`config.mk`:
```
export PLATFORM = sky130hd
export DESIGN_NAME = cma_queue
export DESIGN_NICKNAME = d
export VERILOG_FILES = /design/src/sv/cma_pkg.sv /design/src/sv/cma_queue.sv
export SDC_FILE = /design/constraint.sdc
export NUM_CORES = 1
export LEC_CHECK = 0
export BUFFER_PORTS_ARGS = -buffer_cell sky130_fd_sc_hd__buf_2
export CELL_PAD_IN_SITES_DETAIL_PLACEMENT = 1
export CELL_PAD_IN_SITES_GLOBAL_PLACEMENT = 2
export CORE_ASPECT_RATIO = 0.9
export CORE_MARGIN = 4
export CORE_UTILIZATION = 40
export CTS_BUF_LIST = sky130_fd_sc_hd__clkbuf_2 sky130_fd_sc_hd__clkbuf_4 sky130_fd_sc_hd__clkbuf_8
export DETAILED_ROUTE_END_ITERATION = 10
export GPL_ROUTABILITY_DRIVEN = 1
export PLACE_DENSITY_LB_ADDON = 0.1
export SYNTH_ARGS = -nofsm -noshare
export SYNTH_HDL_FRONTEND = slang
export SYNTH_SLANG_ARGS = --single-unit
```
`constraint.sdc`:
```
create_clock -name clk -period 12.1 [get_ports clk]
set_clock_uncertainty 0.2 [all_clocks]
set_input_delay 3.63 -clock clk [delete_from_list [all_inputs] [get_ports clk]]
set_output_delay 3.63 -clock clk [all_outputs]
set_load 0.1 [all_outputs]
```
`src/sv/cma_pkg.sv`:
```
// Package for the centred moving average filter.
// Queue entry type and shared constants; no dependencies.
`default_nettype none
package cma_pkg;

  localparam int ID_W    = 16;
  localparam int JOINT_W = 5;
  localparam int COORD_W = 32;
  localparam int HALF_W  = 4;
  // widest ring slot index, for a half width of up to 63
  localparam int SLOT_W  = 7;

  typedef struct packed {
    logic [ID_W-1:0]           record_id;
    logic [JOINT_W-1:0]        joint;
    logic signed [COORD_W-1:0] x;
    logic signed [COORD_W-1:0] y;
    logic signed [COORD_W-1:0] z;
    logic                      fin;
    logic [HALF_W-1:0]         h;
    logic [SLOT_W-1:0]         slot;
    logic                      emit_main;
    logic                      avg;
    logic [HALF_W-1:0]         start;
  } cma_entry_t;

  typedef struct packed {
    logic full;
    logic empty;
  } cma_qstat_t;

endpackage
`default_nettype wire

```
`src/sv/cma_queue.sv`:
```
// Two-entry queue between the classifier and the executor.
// Depends on cma_pkg.
`default_nettype none
module cma_queue (
  input  wire logic               clk,
  input  wire logic               rst,
  input  wire logic               push,
  input  wire cma_pkg::cma_entry_t push_data,
  input  wire logic               pop,
  output cma_pkg::cma_entry_t     pop_data,
  output cma_pkg::cma_qstat_t     stat
);
  import cma_pkg::*;

  cma_entry_t mem [2];
  logic       wr_ptr;
  logic       rd_ptr;
  logic [1:0] count;

  always_ff @(posedge clk) begin
    if (push) begin
      mem[wr_ptr] <= push_data;
    end
  end

  always_ff @(posedge clk) begin
    if (rst) begin
      wr_ptr <= 1'b0;
      rd_ptr <= 1'b0;
      count  <= 2'd0;
    end else begin
      if (push) wr_ptr <= ~wr_ptr;
      if (pop)  rd_ptr <= ~rd_ptr;
      count <= count + {1'b0, push} - {1'b0, pop};
    end
  end

  assign pop_data   = mem[rd_ptr];
  assign stat.full  = count == 2'd2;
  assign stat.empty = count == 2'd0;

endmodule
`default_nettype wire

```
Word-level counts from Yosys, hierarchy flattened

Memories as Yosys holds them, arrays and structs flattened. A register that Yosys moved wholly into a read port is not among the register bits.
Cells that the tools add are included.

Add/subtract/negate cells: 2
Eq/ne operators: 1
Mux-type cells: 4
Bitwise gates (word level): 2
Reductions and logical operators: 1

Operators with widths:

| cell                                       | count |
|---|---|
| 2-to-1 mux 1 bit                           | 4 |
| adder 2 x 1 -> 2 bit                       | 1 |
| equality test 2 bit, second input constant | 1 |
| logical NOT 2 bit                          | 1 |
| NOT 1 bit                                  | 2 |
| subtractor 2 x 1 -> 2 bit                  | 1 |

Register bits: 4
Memory bits (writable): 270
Input bits: 139
Output and inout port bits: 137
Logic and storage cells: 14
Memories kept: 1

Memory list:

| memory | words | width | rd ports | clocked after Yosys merged registers in | wr ports | RTL line        | source |
|---|---|---|---|---|---|---|---|
| mem    | 2     | 135   | 1        | 1                                       | 1        | cma_queue.sv:15 | `cma_entry_t mem [2];` |

Depth between registers and ports, before layout

Depth after elaboration: 3
Gate-level depth with buffers: 6
Depth with buffers taken out: 6

Least setup slack after synthesis

OpenSTA, ideal clock, no wires.

Path kind: input to register
From: in push
To: mem mem[0][0] (netlist bit), enable pin
Setup time: 647 ps
Data arrival time: 9477 ps
Data required time: 11253 ps
Setup slack: 1776 ps
Cell stages on the path: 1
Buffers on the path: 0
Cell sequence: nor2b_1

Longest elaborated chain between the ends: 2

Ends and longest elaborated chain:

| element                                | RTL line        | source |
|---|---|---|
| start: declaration                     | cma_queue.sv:7  | `input wire logic push,` |
| 2-to-1 mux 1 bit                       | cma_queue.sv:21 | `if (push) begin` |
| 2-to-1 mux 1 bit (not written as such) | cma_queue.sv:22 | `mem[wr_ptr] <= push_data;` |
| end: declaration                       | cma_queue.sv:15 |  |

No other way between the ends.

==> out/summary.txt <==
CLOCK NETWORK
-----------------------------------------------------------------------------------------------
# Post-CTS Setup Buffers .........................................................            0
Insertion delay of the later-clocked pin in the worst-skew pair ..................       530 ps
TritonCTS clock tree .............................................................         done
Total of hold buffers inserted after clock tree synthesis ........................            0
Clock H-tree levels ..............................................................            2
Clock input transition at the sequential cells of the worst setup and hold paths .        60 ps
Number of instances resized during post-cts repair ...............................            0
Total number of clock tree sinks .................................................          275
Clock tree buffer depth ..........................................................            3
Root buffer selected by CTS ......................................................     clkbuf_8
Total clock buffers created by CTS ...............................................           46

POWER AND IR DROP
-----------------------------------------------------------------------------------------------
Total power ......................................................................      2.51 mW
Sw Pwr ...........................................................................     0.841 mW
Clk pwr share ....................................................................        31.2%
Design internal power ............................................................      1.67 mW
Combinational Power Share ........................................................        23.8%
Max rail drop VDD ................................................................       122 uV
Cell leakage power ...............................................................      4.91 nW
Switch share .....................................................................        33.5%
Share of total power in sequential cells .........................................        45.0%
Power density over the cells .....................................................  197 mW/mm^2

SETUP PATH
-----------------------------------------------------------------------------------------------
Arrival time at the worst endpoint ...............................................      3570 ps
Crit path required time ..........................................................      8270 ps
Type of the setup path with the least slack ...................................... register to output pin
Internal reg-to-reg setup slack ..................................................      9300 ps
Worst r2r path cells .............................................................            2
Reg-to-reg startpoint ............................................................       wr_ptr
Crit-path max FO .................................................................           68
Crit. End Element ................................................................   output pin
End of the critical path ......................................................... pop_data[31]
Startpoint kind of the worst setup timing path ...................................     register
Crit Reg-Reg Endpoint ............................................................   mem[1][12]

FINAL LAYOUT
-----------------------------------------------------------------------------------------------
Layout filler cell count .........................................................        2,400
Most common cell after layout, fill and taps aside ...............................        buf_2
Area taken by flip-flops and latches ............................................. 0.00821 mm^2
# nets final .....................................................................          895
Multi-input combinational cell area .............................................. 0.00183 mm^2
Commonest cells after routing, fill and taps aside ............................... 275 x buf_2, 270 x edfxtp_1, 85 x mux2_2
Layout cell share with drive strength beyond 1 ...................................        61.5%
Syn-to-layout area delta .........................................................        25.9%
Non-Filler Instances .............................................................        1,132

FLOORPLAN
-----------------------------------------------------------------------------------------------
Floorplan Core Area ..............................................................  0.0250 mm^2
Die area .........................................................................  0.0280 mm^2
Initial cell density of the core .................................................        40.5%
Horiz. Die Dim ...................................................................       176 um
Site Rows ........................................................................           55
I/O pins .........................................................................          276
Die Y ............................................................................       159 um

ROUTING
-----------------------------------------------------------------------------------------------
First-pass detailed-route iteration total ........................................            5
Detail-routed via count per cell .................................................         4.64
Count of unresolved DRC violations after routing .................................            0
DR WL/cell .......................................................................      19.3 um
Initial DRC count ................................................................          214
Via total after detailed routing .................................................        5,258
Antenna Violating Nets Remaining .................................................            0
Routed WL ........................................................................    21,800 um

OUTCOME
-----------------------------------------------------------------------------------------------
Status ........................................................................... finished, final reports clean

TIMING
-----------------------------------------------------------------------------------------------
Unrepaired setup endpoints after global routing ..................................        false
Fmax achieved ....................................................................      135 MHz
Total Negative Setup Slacks ......................................................         0 ps
Transition time at the pin with the least slew margin ............................      1160 ps
Final-report hold violation count ................................................            0
Setup-violating endpoint count in the final report ...............................            0
Final count of pins violating max slew ...........................................            0
Crit share post-route ............................................................        61.1%
Worst slew slack as a fraction of its limit ......................................        22.5%
Final Critical Period ............................................................      7400 ps

SYNTHESIS
-----------------------------------------------------------------------------------------------
Post-Synthesis Cells .............................................................          441
Area fraction of the dominant cell type after synthesis ..........................        79.9%
Share of synthesized area occupied by flip-flops and latches .....................        80.9%
Net count after synthesis ........................................................          582
Total of warnings raised by yosys ................................................            0
Most area-consuming cells after synthesis ........................................ edfxtp_1 80%, mux2_2 9.4%, mux2_4 7.4%
Netlist cell types ...............................................................           13
Synth area leader ................................................................     edfxtp_1
Number of flip-flops and latches in the synthesized netlist ......................          275
Netlist Area Pre-Place ...........................................................  0.0102 mm^2
Avg Cell Area, Syn ...............................................................    23.0 um^2

GRT
-----------------------------------------------------------------------------------------------
Number of global-route vias before repair ........................................        5,926
Maximum number of pins on one net before global-route repair .....................           84
Total congestion overflow after global routing ...................................            0
Wire length of the first global-routing pass .....................................    33,300 um
Gr usage total ...................................................................        15.2%
Number of antenna violations at the first check in global routing ................            4

PLACED DESIGN
-----------------------------------------------------------------------------------------------
Post-detailed-placement half-perimeter wirelength ................................    14,500 um
Routability cong. ................................................................        0.710
Count of input and output buffers ................................................          275
Placed cell count ................................................................        1,048

FLOW RUN
-----------------------------------------------------------------------------------------------
Max-cap violations ...............................................................            0

HOLD PATH
-----------------------------------------------------------------------------------------------
Hold Crit Class .................................................................. register to register

## metrics by stage
step / hold slack (ps) / instance area [um^2] / utilization, % / setup slack (ps)
4_1_cts: 330 / 12800 / 51.0 / 4600
3_5_place_dp: 312 / 11900 / 47.5 / 5210
5_1_grt: 375 / 12800 / 51.0 / 4480
2_1_floorplan: 280 / 10200 / - / 1780
6_report: 341 / 12800 / 51.0 / 4700
3_3_place_gp: 297 / 11900 / 47.5 / 5250
## cells in the mapped netlist
cell      number
buf_2          8
nor2b_1        3
xnor3_1        1
xnor2_1        2
edfxtp_1     270
mux2_4        50
dfxtp_1        5
mux2_2        85
ha_1           2
buf_6          7
inv_1          2
nor2_1         5
and2_1         1
## power groups by stage
stage	clock (mW)	sequential, mW	combinational, mW
after floorplan	0	1.15	0.507
after global routing	0.868	1.14	0.619
final	0.784	1.13	0.598
after detailed placement	0	1.15	0.603
after CTS	0.819	1.13	0.604
after global placement	0	1.15	0.599
## worst max-delay path: stages, from the launching register on
cell and delay [ps]:
dfxtp_4 590, buf_4 880, buf_4 700, mux2_2 300
buf_2 440
## cell families (layout without fill, tap and decap cells)
kind of cell	after synthesis	in the layout	share of synthesized area, %
XOR/XNOR	3	3	0.394
adder cells (fa/ha/maj)	2	2	0.246
buffers and inverters	17	364	1.25
flip-flops	275	275	80.9
multiplexers	135	135	16.8
other	0	2	0
AND/OR/NAND/NOR	9	9	0.431
## sequential cells by signal, summed over array words and instances (netlist names), named ones only
register / flops
rd_ptr: 1
wr_ptr: 1
mem: 270
count: 2
## worst min path at each step
stage | startpoint | endpoint | slack [ps] | cells past startpoint
2_1_floorplan | rd_ptr | register | 280 | 2
3_3_place_gp | rd_ptr | rd_ptr | 300 | 2
3_5_place_dp | rd_ptr | rd_ptr | 310 | 2
6_report | rd_ptr | rd_ptr | 340 | 2
4_1_cts | rd_ptr | rd_ptr | 330 | 2
5_1_grt | rd_ptr | register | 380 | 2
## routing by layer
| layer | vias up | track usage (%) | wire length, um |
|---|---|---|---|
| li1 | 2389 | - | - |
| met1 | 2615 | 18.9 | 8770 |
| met2 | 209 | 25.5 | 10900 |
| met3 | 41 | 4.94 | 1700 |
| met4 | 4 | 4.71 | 440 |
| met5 | - | 0 | 28 |
## layout make-up
| cell class | instances | area share, % |
|---|---|---|
| clock buffer | 65 | 6.22 |
| multi-input combinational | 149 | 14.3 |
| sequential | 275 | 64.3 |
| antenna | 2 | 0.0392 |
| tap | 342 | 3.35 |
| inverter | 2 | 0.0587 |
| timing repair buffer | 280 | 11.1 |
| clock inverter | 17 | 0.715 |
Note: power is estimated with default switching activity, not from simulation.
