<file path="config.mk">
export PLATFORM = sky130hd
export DESIGN_NAME = cma_front
export DESIGN_NICKNAME = d
export VERILOG_FILES = /design/src/sv/cma_pkg.sv /design/src/sv/cma_front.sv
export SDC_FILE = /design/constraint.sdc
export NUM_CORES = 1
export LEC_CHECK = 0
export ABC_AREA = 1
export BUFFER_PORTS_ARGS = -buffer_cell sky130_fd_sc_hd__buf_2
export CAP_MARGIN = 25
export CORE_AREA = 2 2 104 106
export CTS_CLUSTER_SIZE = 14
export DETAILED_ROUTE_END_ITERATION = 10
export DIE_AREA = 0 0 106 108
export GPL_TIMING_DRIVEN = 0
export HOLD_SLACK_MARGIN = 0.02
export PLACE_DENSITY = 0.64
export SLEW_MARGIN = 25
export SYNTH_ARGS = -nofsm -noshare
export SYNTH_HDL_FRONTEND = slang
export SYNTH_SLANG_ARGS = --single-unit
</file>
<file path="constraint.sdc">
create_clock -name clk -period 2 [get_ports clk]
set_input_delay 0.3 -clock clk [delete_from_list [all_inputs] [get_ports clk]]
set_output_delay 0.3 -clock clk [all_outputs]
set_load 0.05 [all_outputs]
</file>
<file path="src/sv/cma_pkg.sv">
// Package for the centred moving average filter.
// Queue entry type and shared constants; no dependencies.
`default_nettype none
package cma_pkg;

  localparam int ID_W    = 16;
  localparam int JOINT_W = 5;
  localparam int COORD_W = 32;
  localparam int HALF_W  = 4;
  // widest ring slot index, for a half width of up to 63
  localparam int SLOT_W  = 7;

  typedef struct packed {
    logic [ID_W-1:0]           record_id;
    logic [JOINT_W-1:0]        joint;
    logic signed [COORD_W-1:0] x;
    logic signed [COORD_W-1:0] y;
    logic signed [COORD_W-1:0] z;
    logic                      fin;
    logic [HALF_W-1:0]         h;
    logic [SLOT_W-1:0]         slot;
    logic                      emit_main;
    logic                      avg;
    logic [HALF_W-1:0]         start;
  } cma_entry_t;

  typedef struct packed {
    logic full;
    logic empty;
  } cma_qstat_t;

endpackage
`default_nettype wire

</file>
<file path="src/sv/cma_front.sv">
// Classifier: accepts joint items, holds the half width and ring position,
// decides which results each item causes. Depends on cma_pkg.
`default_nettype none
module cma_front #(
  parameter int JOINTS   = 20,
  parameter int MAX_HALF = 15
) (
  input  wire logic                        clk,
  input  wire logic                        rst,
  input  wire logic                        cfg_valid,
  output logic                             cfg_ready,
  input  wire logic [cma_pkg::HALF_W-1:0]  cfg_data,
  input  wire logic                        in_valid,
  output logic                             in_ready,
  input  wire logic [cma_pkg::ID_W-1:0]    record_id,
  input  wire logic [cma_pkg::JOINT_W-1:0] joint,
  input  wire logic [cma_pkg::COORD_W-1:0] x_in,
  input  wire logic [cma_pkg::COORD_W-1:0] y_in,
  input  wire logic [cma_pkg::COORD_W-1:0] z_in,
  input  wire logic                        final_record,
  input  wire cma_pkg::cma_qstat_t         qstat,
  output logic                             push,
  output cma_pkg::cma_entry_t              entry
);
  import cma_pkg::*;

  localparam int RING = 2 * MAX_HALF + 1;
  localparam int SW   = $clog2(RING);

  logic [HALF_W-1:0] half_width;
  logic [SW-1:0]     ring_slot;
  logic [15:0]       records_seen;
  logic [HALF_W-1:0] h;
  logic              accept;
  logic              closing;

  assign cfg_ready = 1'b1;
  assign in_ready  = !qstat.full;
  assign accept    = in_valid && in_ready;
  assign push      = accept && (int'(joint) < JOINTS);
  assign closing   = push && (int'(joint) == JOINTS - 1);
  assign h = (int'(half_width) > MAX_HALF) ? HALF_W'(MAX_HALF) : half_width;

  always_comb begin
    entry.record_id = record_id;
    entry.joint     = joint;
    entry.x         = x_in;
    entry.y         = y_in;
    entry.z         = z_in;
    entry.fin       = final_record;
    entry.h         = h;
    entry.slot      = SLOT_W'(ring_slot);
    entry.emit_main = records_seen >= 16'(h);
    entry.avg       = records_seen >= {11'd0, h, 1'b0};
    entry.start     = entry.emit_main ? h : (records_seen[HALF_W-1:0] + HALF_W'(1));
  end

  always_ff @(posedge clk) begin
    if (rst) begin
      half_width   <= HALF_W'(1);
      ring_slot    <= '0;
      records_seen <= '0;
    end else begin
      if (cfg_valid) half_width <= cfg_data;
      if (closing) begin
        if (final_record) begin
          ring_slot    <= '0;
          records_seen <= '0;
        end else begin
          ring_slot <= (int'(ring_slot) == RING - 1) ? '0 : ring_slot + SW'(1);
          if (records_seen != 16'hFFFF) records_seen <= records_seen + 16'd1;
        end
      end
    end
  end

endmodule
`default_nettype wire

</file>
== Word-level counts from Yosys, hierarchy flattened ==
Cells that the tools add are included.

* Output and inout bits: 138
* Logic and storage cells: 23
* Bits in registers: 25

* Eq/ne operators: 3
* $lt $le $gt $ge: 3
* Add/subtract/negate cells: 3
* Reductions and logical operators: 6
* Multiplexer cells: 5

{| class="wikitable"
|+ Operator list
! operator !! count
|-
| 16-bit two-way mux || 2
|-
| 16-bit by 1-bit adder with 16-bit output, second input constant || 1
|-
| 16-bit by 4-bit >= comparator with 1-bit output || 1
|-
| 16-bit by 5-bit >= comparator with 1-bit output || 1
|-
| 16-bit != test, second input constant || 1
|-
| 5-bit two-way mux || 2
|-
| 5-bit by 1-bit adder with 5-bit output, second input constant || 1
|-
| 5-bit by 2-bit == test with 1-bit output, second input constant || 1
|-
| 5-bit == test, second input constant || 1
|-
| 5-bit less-than comparator, second input constant || 1
|-
| 4-bit by 1-bit adder with 4-bit output, second input constant || 1
|-
| 4-bit two-way mux || 1
|-
| 1-bit logical AND || 3
|-
| 2-bit AND reduction || 1
|-
| 2-bit nonzero test || 1
|-
| 1-bit logical NOT || 1
|}

== Longest topological paths before layout ==
Gate-level depths: netlist (run 1).

* Depth in word-level cells: 5
* Mapped depth: 11
* Depth with buffers taken out: 11

== Worst setup path after synthesis (run 1) ==
Ideal clock, no wire load.

* Path type: register -> output
* Start: reg half_width[1] (netlist: h[1])
* End: out entry[0] (netlist name)
* Setup slack: -1033 ps
* Data arrival time: 2733 ps
* Required time: 1700 ps
* Stages on the path, launching flop included: 10
* Cell sequence: dfxtp_1 -> inv_1 -> ha_1 -> inv_1 -> nor2_1 -> o21bai_1 -> nand3_1 -> nor2_2 -> nand2_1 -> o21ai_1

{| class="wikitable"
|+ RTL lines
! element !! RTL line !! RTL
|-
| from (decl) || cma_front.sv:30 || <nowiki>logic [HALF_W-1:0] half_width;</nowiki>
|-
| from (signal assigned) || cma_front.sv:64 || <nowiki>if (cfg_valid) half_width <= cfg_data;</nowiki>
|-
| to (decl) || cma_front.sv:23 || <nowiki>output cma_pkg::cma_entry_t entry</nowiki>
|}

==> impl_metrics.json, run 1 <==
{
  "postSynthCellCount": 389,
  "overflow": 0,
  "setup_ws_ns": -0.1170,
  "arrival_ns": 1.82,
  "clk_pin_slew_worst_paths_ns": 0.09,
  "fin_setup_tns_ns": -0.5176,
  "fin_worst_skew_ns": 0.003105,
  "p_int_mw": 0.9487,
  "vias_per_cell": 4.088,
  "timing.fmax_mhz": 472.4,
  "power.share.sequential": 0.281,
  "cts_root_buf": "clkbuf_8",
  "track_usage": 0.1055,
  "dp_hpwl_um": 5777,
  "setup_viol": 5,
  "syn_avg_cell_area_sq_um": 6.796,
  "drc": 0,
  "clock_latency_ns": 0.27,
  "dieWidth_um": 106,
  "fillCellCount": 1078,
  "io_pins": 266,
  "synth_area_sq_um": 2644,
  "leakage_nw": 1.985,
  "cts_tree": "yes",
  "worst_ep_required_time_ns": 1.70,
  "yosys-top-cells-area": "buf_4, dfxtp_1, nand2_1, nor2_1, ha_1",
  "initial_core_util": 0.2584,
  "critical_path_class": "reg2out",
  "nets": 684,
  "diodes": 0,
  "dp_cells": 673,
  "dp_slack_ns": -0.1209,
  "slew_headroom": 0.5946,
  "rows": 37,
  "finalCritPeriodShare": 1.059,
  "utilization": 0.3753,
  "fp.dieArea_sq_um": 11450,
  "core_area_sq_um": 10230,
  "ys_types": 28,
  "io_buffers": 147,
  "synth_seq_cells": 25,
  "power_density_nw_per_um2": 468.7,
  "drtIter0Drc": 110,
  "grt_pass1_vias": 2322,
  "grt_max_degree": 14,
  "yosysTopAreaCell": "buf_4",
  "dieHeight_um": 108,
  "drtAntennaViolNets": 0,
  "clock-sinks": 25,
  "via_count": 2780,
  "antenna_found_initial": 0,
  "grt_pass1_wl_um": 10080,
  "start_kind": "register",
  "max_cap_violations": 0,
  "hold_violations": 0,
  "wl_um": 6919,
  "clockPowerShare": 0.177,
  "max_stage_delay_ns": 0.37,
  "rsz0062_at_grt": "true",
  "violations": "setup timing",
  "synth_warnings": 0,
  "synth_top_area_share": 0.3436,
  "drv_slew": 0,
  "ir_worst_vdd_mv": 0.1908,
  "swShare": 0.4729,
  "outcome": "finished, violations left",
  "place.gp.congestion": 0.8625,
  "instances_no_fill": 680,
  "worst_pin_slew_ns": 0.6082,
  "clockBufferDepth": 2,
  "p_switching_mw": 0.8511,
  "drive_above_1_share": 0.6048,
  "h-tree-depth": 1,
  "path_cells": "inv_4 > ha_4 > a21oi_1 > nand3_1 > nor2_4 > nand2_8 > o21ai_4 > buf_6",
  "power_mw": 1.800,
  "cp-end-kind": "primary output",
  "slowest_stage": "dfxtp_4",
  "firstDrtPassIters": 4,
  "area_growth_pct": 45.24,
  "power_frac_comb": 0.542,
  "cts_buffers": 3,
  "worstPathMaxFanout": 6,
  "seq_area_frac_synth": 0.1893,
  "fin_crit_ns": 2.117,
  "hp-class": "in2reg",
  "wire_per_inst_um": 10.18
}
[path summary, 6_finish.rpt]
| path | from | slack (ns) | end | cells past startpoint |
|---|---|---|---|---|
| min | cfg_data[0] | 0.25 | h[0] | 3 |
| min reg2reg | ring_slot[0] | 0.51 | ring_slot[0] | 2 |
| max reg2reg | records_seen[1] | 0.25 | records_seen[5] | 11 |
| max | h[3] | -0.12 | entry[0] | 8 |
[metrics by stage]
stage	hold WS, ns	area, sq um
after global routing	0.2756	3840
final	0.2522	3840
after CTS	0.2533	3772
after floorplan	0.4221	2740
after detailed placement	0.4996	3646
after global placement	0.4888	3646
[area by class of cell]
type | instances | area (sq um) | area share
Multi-Input combinational cell | 207 | 1226 | 0.3193
Sequential cell | 25 | 526.8 | 0.1372
Clock buffer | 4 | 45.04 | 0.01173
Timing Repair Buffer | 150 | 799.5 | 0.2082
Buffer | 125 | 940.9 | 0.2450
Tap cell | 136 | 170.2 | 0.04431
Inverter | 33 | 131.4 | 0.03421
[registers in the layout, indices dropped and copies added (netlist names)]
name	flops
records_seen	16
ring_slot	5
h	4
[metal layers]
metal  routed length (um)  GRT usage
met1                 2566     0.1175
met5                    0          0
met2                 3617     0.2074
met3                  703    0.02471
met4                   31    0.01504
[power by group through the flow]
stage / logic [mW] / registers, mW / clock network [mW]
finish: 0.975 / 0.506 / 0.318
global placement: 0.940 / 0.521 / 0
CTS: 0.965 / 0.507 / 0.329
floorplan: 0.773 / 0.541 / 0
global route: 1.02 / 0.508 / 0.340
detailed placement: 0.947 / 0.522 / 0
[worst max-delay path, delay by kind of cell, from the launching register on]
family / cells / cell delay (ns)
adders and majority gates: 1 / 0.23
buffers and inverters: 2 / 0.21
AOI/OAI and AO/OA: 2 / 0.30
and+or+nand+nor: 3 / 0.44
DFF: 1 / 0.37
[cell usage after synthesis]
| master | number |
|---|---|
| o21ai_0 | 14 |
| buf_2 | 1 |
| nand2_2 | 7 |
| a21oi_1 | 8 |
| nor2_1 | 38 |
| nor2_2 | 2 |
| inv_2 | 1 |
| nand3_1 | 21 |
| nor2_4 | 2 |
| buf_12 | 1 |
| buf_4 | 121 |
| clkbuf_1 | 2 |
| xor2_1 | 6 |
| nor3_1 | 5 |
| dfxtp_1 | 25 |
| a211oi_1 | 1 |
| inv_1 | 32 |
| nand4_1 | 3 |
| ha_1 | 11 |
| a21oi_2 | 6 |
| nand2_1 | 70 |
| o21ai_1 | 2 |
| o21a_1 | 1 |
| xnor2_1 | 3 |
| nand2_4 | 1 |
| nor3b_1 | 1 |
| conb_1 | 2 |
| o21bai_1 | 2 |
[cells by family after synthesis]
kind of cell,count (synthesis),share of synthesized area
compound gates,34,0.07667
xor+xnor,9,0.02982
fa+ha+maj,11,0.05206
buf+inv,158,0.4027
other cells,2,0.002841
flops,25,0.1893
simple gates,150,0.2466
[repair_timing]
action	CTS	global route
gates resized for setup	26	14
setup buffers	2	1
pin swaps	5	1
endpoints found under the setup margin	6	8
hold buffers	0	0
[cells in the final DEF (no fill, tap or decap), types with 2 or more instances in the layout]
| master | Yosys | routed |
|---|---|---|
| buf_2 | 1 | 142 |
| buf_4 | 121 | 124 |
| nand2_1 | 70 | 63 |
| nor2_1 | 38 | 36 |
| inv_1 | 32 | 27 |
| nand3_1 | 21 | 20 |
| dfxtp_1 | 25 | 16 |
| nand2_2 | 7 | 13 |
| o21ai_0 | 14 | 13 |
| a21oi_1 | 8 | 7 |
| a21oi_2 | 6 | 7 |
| xor2_1 | 6 | 6 |
| ha_1 | 11 | 6 |
| dfxtp_4 | 0 | 6 |
| ha_4 | 0 | 5 |
| buf_6 | 0 | 5 |
| inv_4 | 0 | 3 |
| inv_2 | 1 | 3 |
| nor2_2 | 2 | 3 |
| nor2_4 | 2 | 3 |
| nand4_1 | 3 | 3 |
| nor3_1 | 5 | 3 |
| clkbuf_1 | 2 | 3 |
| xnor2_1 | 3 | 3 |
| conb_1 | 2 | 3 |
| clkbuf_8 | 0 | 3 |
| dfxtp_2 | 0 | 3 |
| o21bai_1 | 2 | 2 |
Power figures use the tool's default switching activity.
==> run 2, diff against run 1 <==
--- a/config.mk
+++ b/config.mk
@@ -8,13 +8,14 @@
 export ABC_AREA = 1
 export BUFFER_PORTS_ARGS = -buffer_cell sky130_fd_sc_hd__buf_2
 export CAP_MARGIN = 25
-export CORE_AREA = 2 2 104 106
+export CORE_AREA = 2 2 102 104
 export CTS_CLUSTER_SIZE = 14
 export DETAILED_ROUTE_END_ITERATION = 10
-export DIE_AREA = 0 0 106 108
+export DIE_AREA = 0 0 104 106
 export GPL_TIMING_DRIVEN = 0
 export HOLD_SLACK_MARGIN = 0.02
-export PLACE_DENSITY = 0.64
+export PLACE_DENSITY = 0.66
+export SETUP_SLACK_MARGIN = 0.3
 export SLEW_MARGIN = 25
 export SYNTH_ARGS = -nofsm -noshare
 export SYNTH_HDL_FRONTEND = slang
==> constraint.sdc (replaced) <==
create_clock -name clk -period 2.5 [get_ports clk]
set_input_delay 0.375 -clock clk [delete_from_list [all_inputs] [get_ports clk]]
set_output_delay 0.375 -clock clk [all_outputs]
set_load 0.05 [all_outputs]
==> impl_metrics.json, run 2 (synthesis gave the netlist of run 1 again) <==
{
  "outcome": "complete, no violations",
  "drtIter0Drc": 85,
  "slew_headroom": 0.5850,
  "dp_hpwl_um": 5744,
  "initial_core_util": 0.2644,
  "min_to": "h[0]",
  "ff2ff_setup_slack_ns": 0.67,
  "power_frac_comb": 0.534,
  "rsz0062_at_grt": "true",
  "worst_pin_slew_ns": 0.6177,
  "nets": 683,
  "cp_top_family": "simple AND/OR/NAND/NOR gates",
  "critPathLaunch": "h[1]",
  "fin_crit_ns": 2.215,
  "timing.fmax_mhz": 451.5,
  "drc": 0,
  "reg2reg_to": "records_seen[14]",
  "cts_tree": "yes",
  "min_delay_path_depth": 3,
  "grt_max_degree": 16,
  "fp.dieArea_sq_um": 11020,
  "swShare": 0.4768,
  "power_density_nw_per_um2": 378.9,
  "firstDrtPassIters": 4,
  "place.gp.congestion": 0.8780,
  "drive_above_1_share": 0.5893,
  "leakage_nw": 1.976,
  "fin_worst_skew_ns": 0.008583,
  "drtAntennaViolNets": 0,
  "area_growth_pct": 42.74,
  "via_count": 2758,
  "setup_viol": 0,
  "slowest_stage": "dfxtp_4",
  "cts_root_buf": "clkbuf_8",
  "clk_pin_slew_worst_paths_ns": 0.10,
  "cts_buffers": 3,
  "rr_startpoint": "records_seen[0]",
  "worstPathMaxFanout": 6,
  "clockPowerShare": 0.182,
  "hp-class": "in2reg",
  "track_usage": 0.1127,
  "p_int_mw": 0.7481,
  "core_area_sq_um": 10000,
  "utilization": 0.3774,
  "power_mw": 1.430,
  "path_cells": "inv_4 > ha_4 > inv_2 > nor2_2 > o21bai_1 > nand3_1 > nor2_4 > nand2_4 > o21ai_4 > buf_8",
  "clock_latency_ns": 0.28,
  "min_from": "cfg_data[0]",
  "max_cap_violations": 0,
  "finalCritPeriodShare": 0.8859,
  "io_pins": 266,
  "largest_register_ffs": 16,
  "p_switching_mw": 0.6818,
  "largest-register": "records_seen",
  "grt_pass1_wl_um": 10540,
  "ir_worst_vdd_mv": 0.1580,
  "worst_ep_required_time_ns": 2.12,
  "fin_setup_tns_ns": 0,
  "worst-r2r-cell-count": 8,
  "antenna_found_initial": 0,
  "critical_path_class": "reg2out",
  "rows": 37,
  "worstPathBufferInverterCount": 3,
  "diodes": 0,
  "max_stage_delay_ns": 0.37,
  "dieHeight_um": 106,
  "clock-sinks": 25,
  "wire_per_inst_um": 10.03,
  "drv_slew": 0,
  "clockBufferDepth": 2,
  "hold_violations": 0,
  "start_kind": "register",
  "cp-end-kind": "primary output",
  "vias_per_cell": 4.062,
  "arrival_ns": 1.84,
  "wl_um": 6807,
  "h-tree-depth": 1,
  "mostFrequentLayoutCell": "buf_2",
  "overflow": 0,
  "io_buffers": 147,
  "final_cell_mix": "buf_2, buf_4, nand2_1",
  "grt_pass1_vias": 2381,
  "dieWidth_um": 104,
  "power.share.sequential": 0.284
}
## run 2: tightest hold or removal path, cell delays in order
cell and delay (ns):
buf_2 0.07, nand2_1 0.04, nand3_1 0.07
## run 2: per-stage QoR
step	hold slack (ns)	area (sq um)	instances	worst slack (ns)
4_1_cts	0.2899	3755	679	0.2610
2_1_floorplan	0.4655	2684	390	0.3219
3_5_place_dp	0.4984	3590	673	0.2833
6_report	0.2996	3774	679	0.2853
5_1_grt	0.3176	3774	679	0.1934
3_3_place_gp	0.4884	3590	673	0.3767
## run 2: power groups by stage
| stage | registers (mW) | logic [mW] | clock network [mW] |
|---|---|---|---|
| 3_5_place_dp | 0.416 | 0.751 | 0 |
| 3_3_place_gp | 0.415 | 0.746 | 0 |
| 5_1_grt | 0.407 | 0.797 | 0.286 |
| 6_report | 0.406 | 0.764 | 0.260 |
| 4_1_cts | 0.406 | 0.767 | 0.275 |
| 2_1_floorplan | 0.432 | 0.611 | 0 |
## run 2: area by class of cell
class | instances | area, sq um
multi-input cells | 207 | 1177
repair buffers | 149 | 782.0
well taps | 136 | 170.2
fillers | 1065 | 6226
flip-flops and latches | 25 | 523.0
inverters | 33 | 131.4
clock buffers | 3 | 41.29
clock inverters | 1 | 7.507
plain buffers | 125 | 940.9
## run 2: repair_timing
item                                    4_1_cts  5_1_grt
setup buffers                                 2        0
hold buffers                                  0        0
gates resized for setup                      30        6
endpoints found under the setup margin        5        6
pin swaps                                     7        3
gates cloned                                  0        0
## run 2: worst max path at each step
| stage | slack (ns) | end | depth (start not counted) |
|---|---|---|---|
| floorplan | 0.32 | entry[0] | 9 |
| global placement | 0.38 | entry[0] | 8 |
| detailed placement | 0.28 | entry[0] | 8 |
| CTS | 0.26 | entry[0] | 10 |
| global route | 0.19 | entry[0] | 10 |
| finish | 0.29 | entry[0] | 10 |
## run 2: routing by layer
layer	part of all wire	track usage	routed length, um	vias to the layer above
met1	0.37	0.1238	2544	1201
met5	0	0	0	-
met4	0.0088	0.02124	60	0
met3	0.10	0.03250	694	6
met2	0.52	0.2157	3508	151
li1	-	-	-	1400
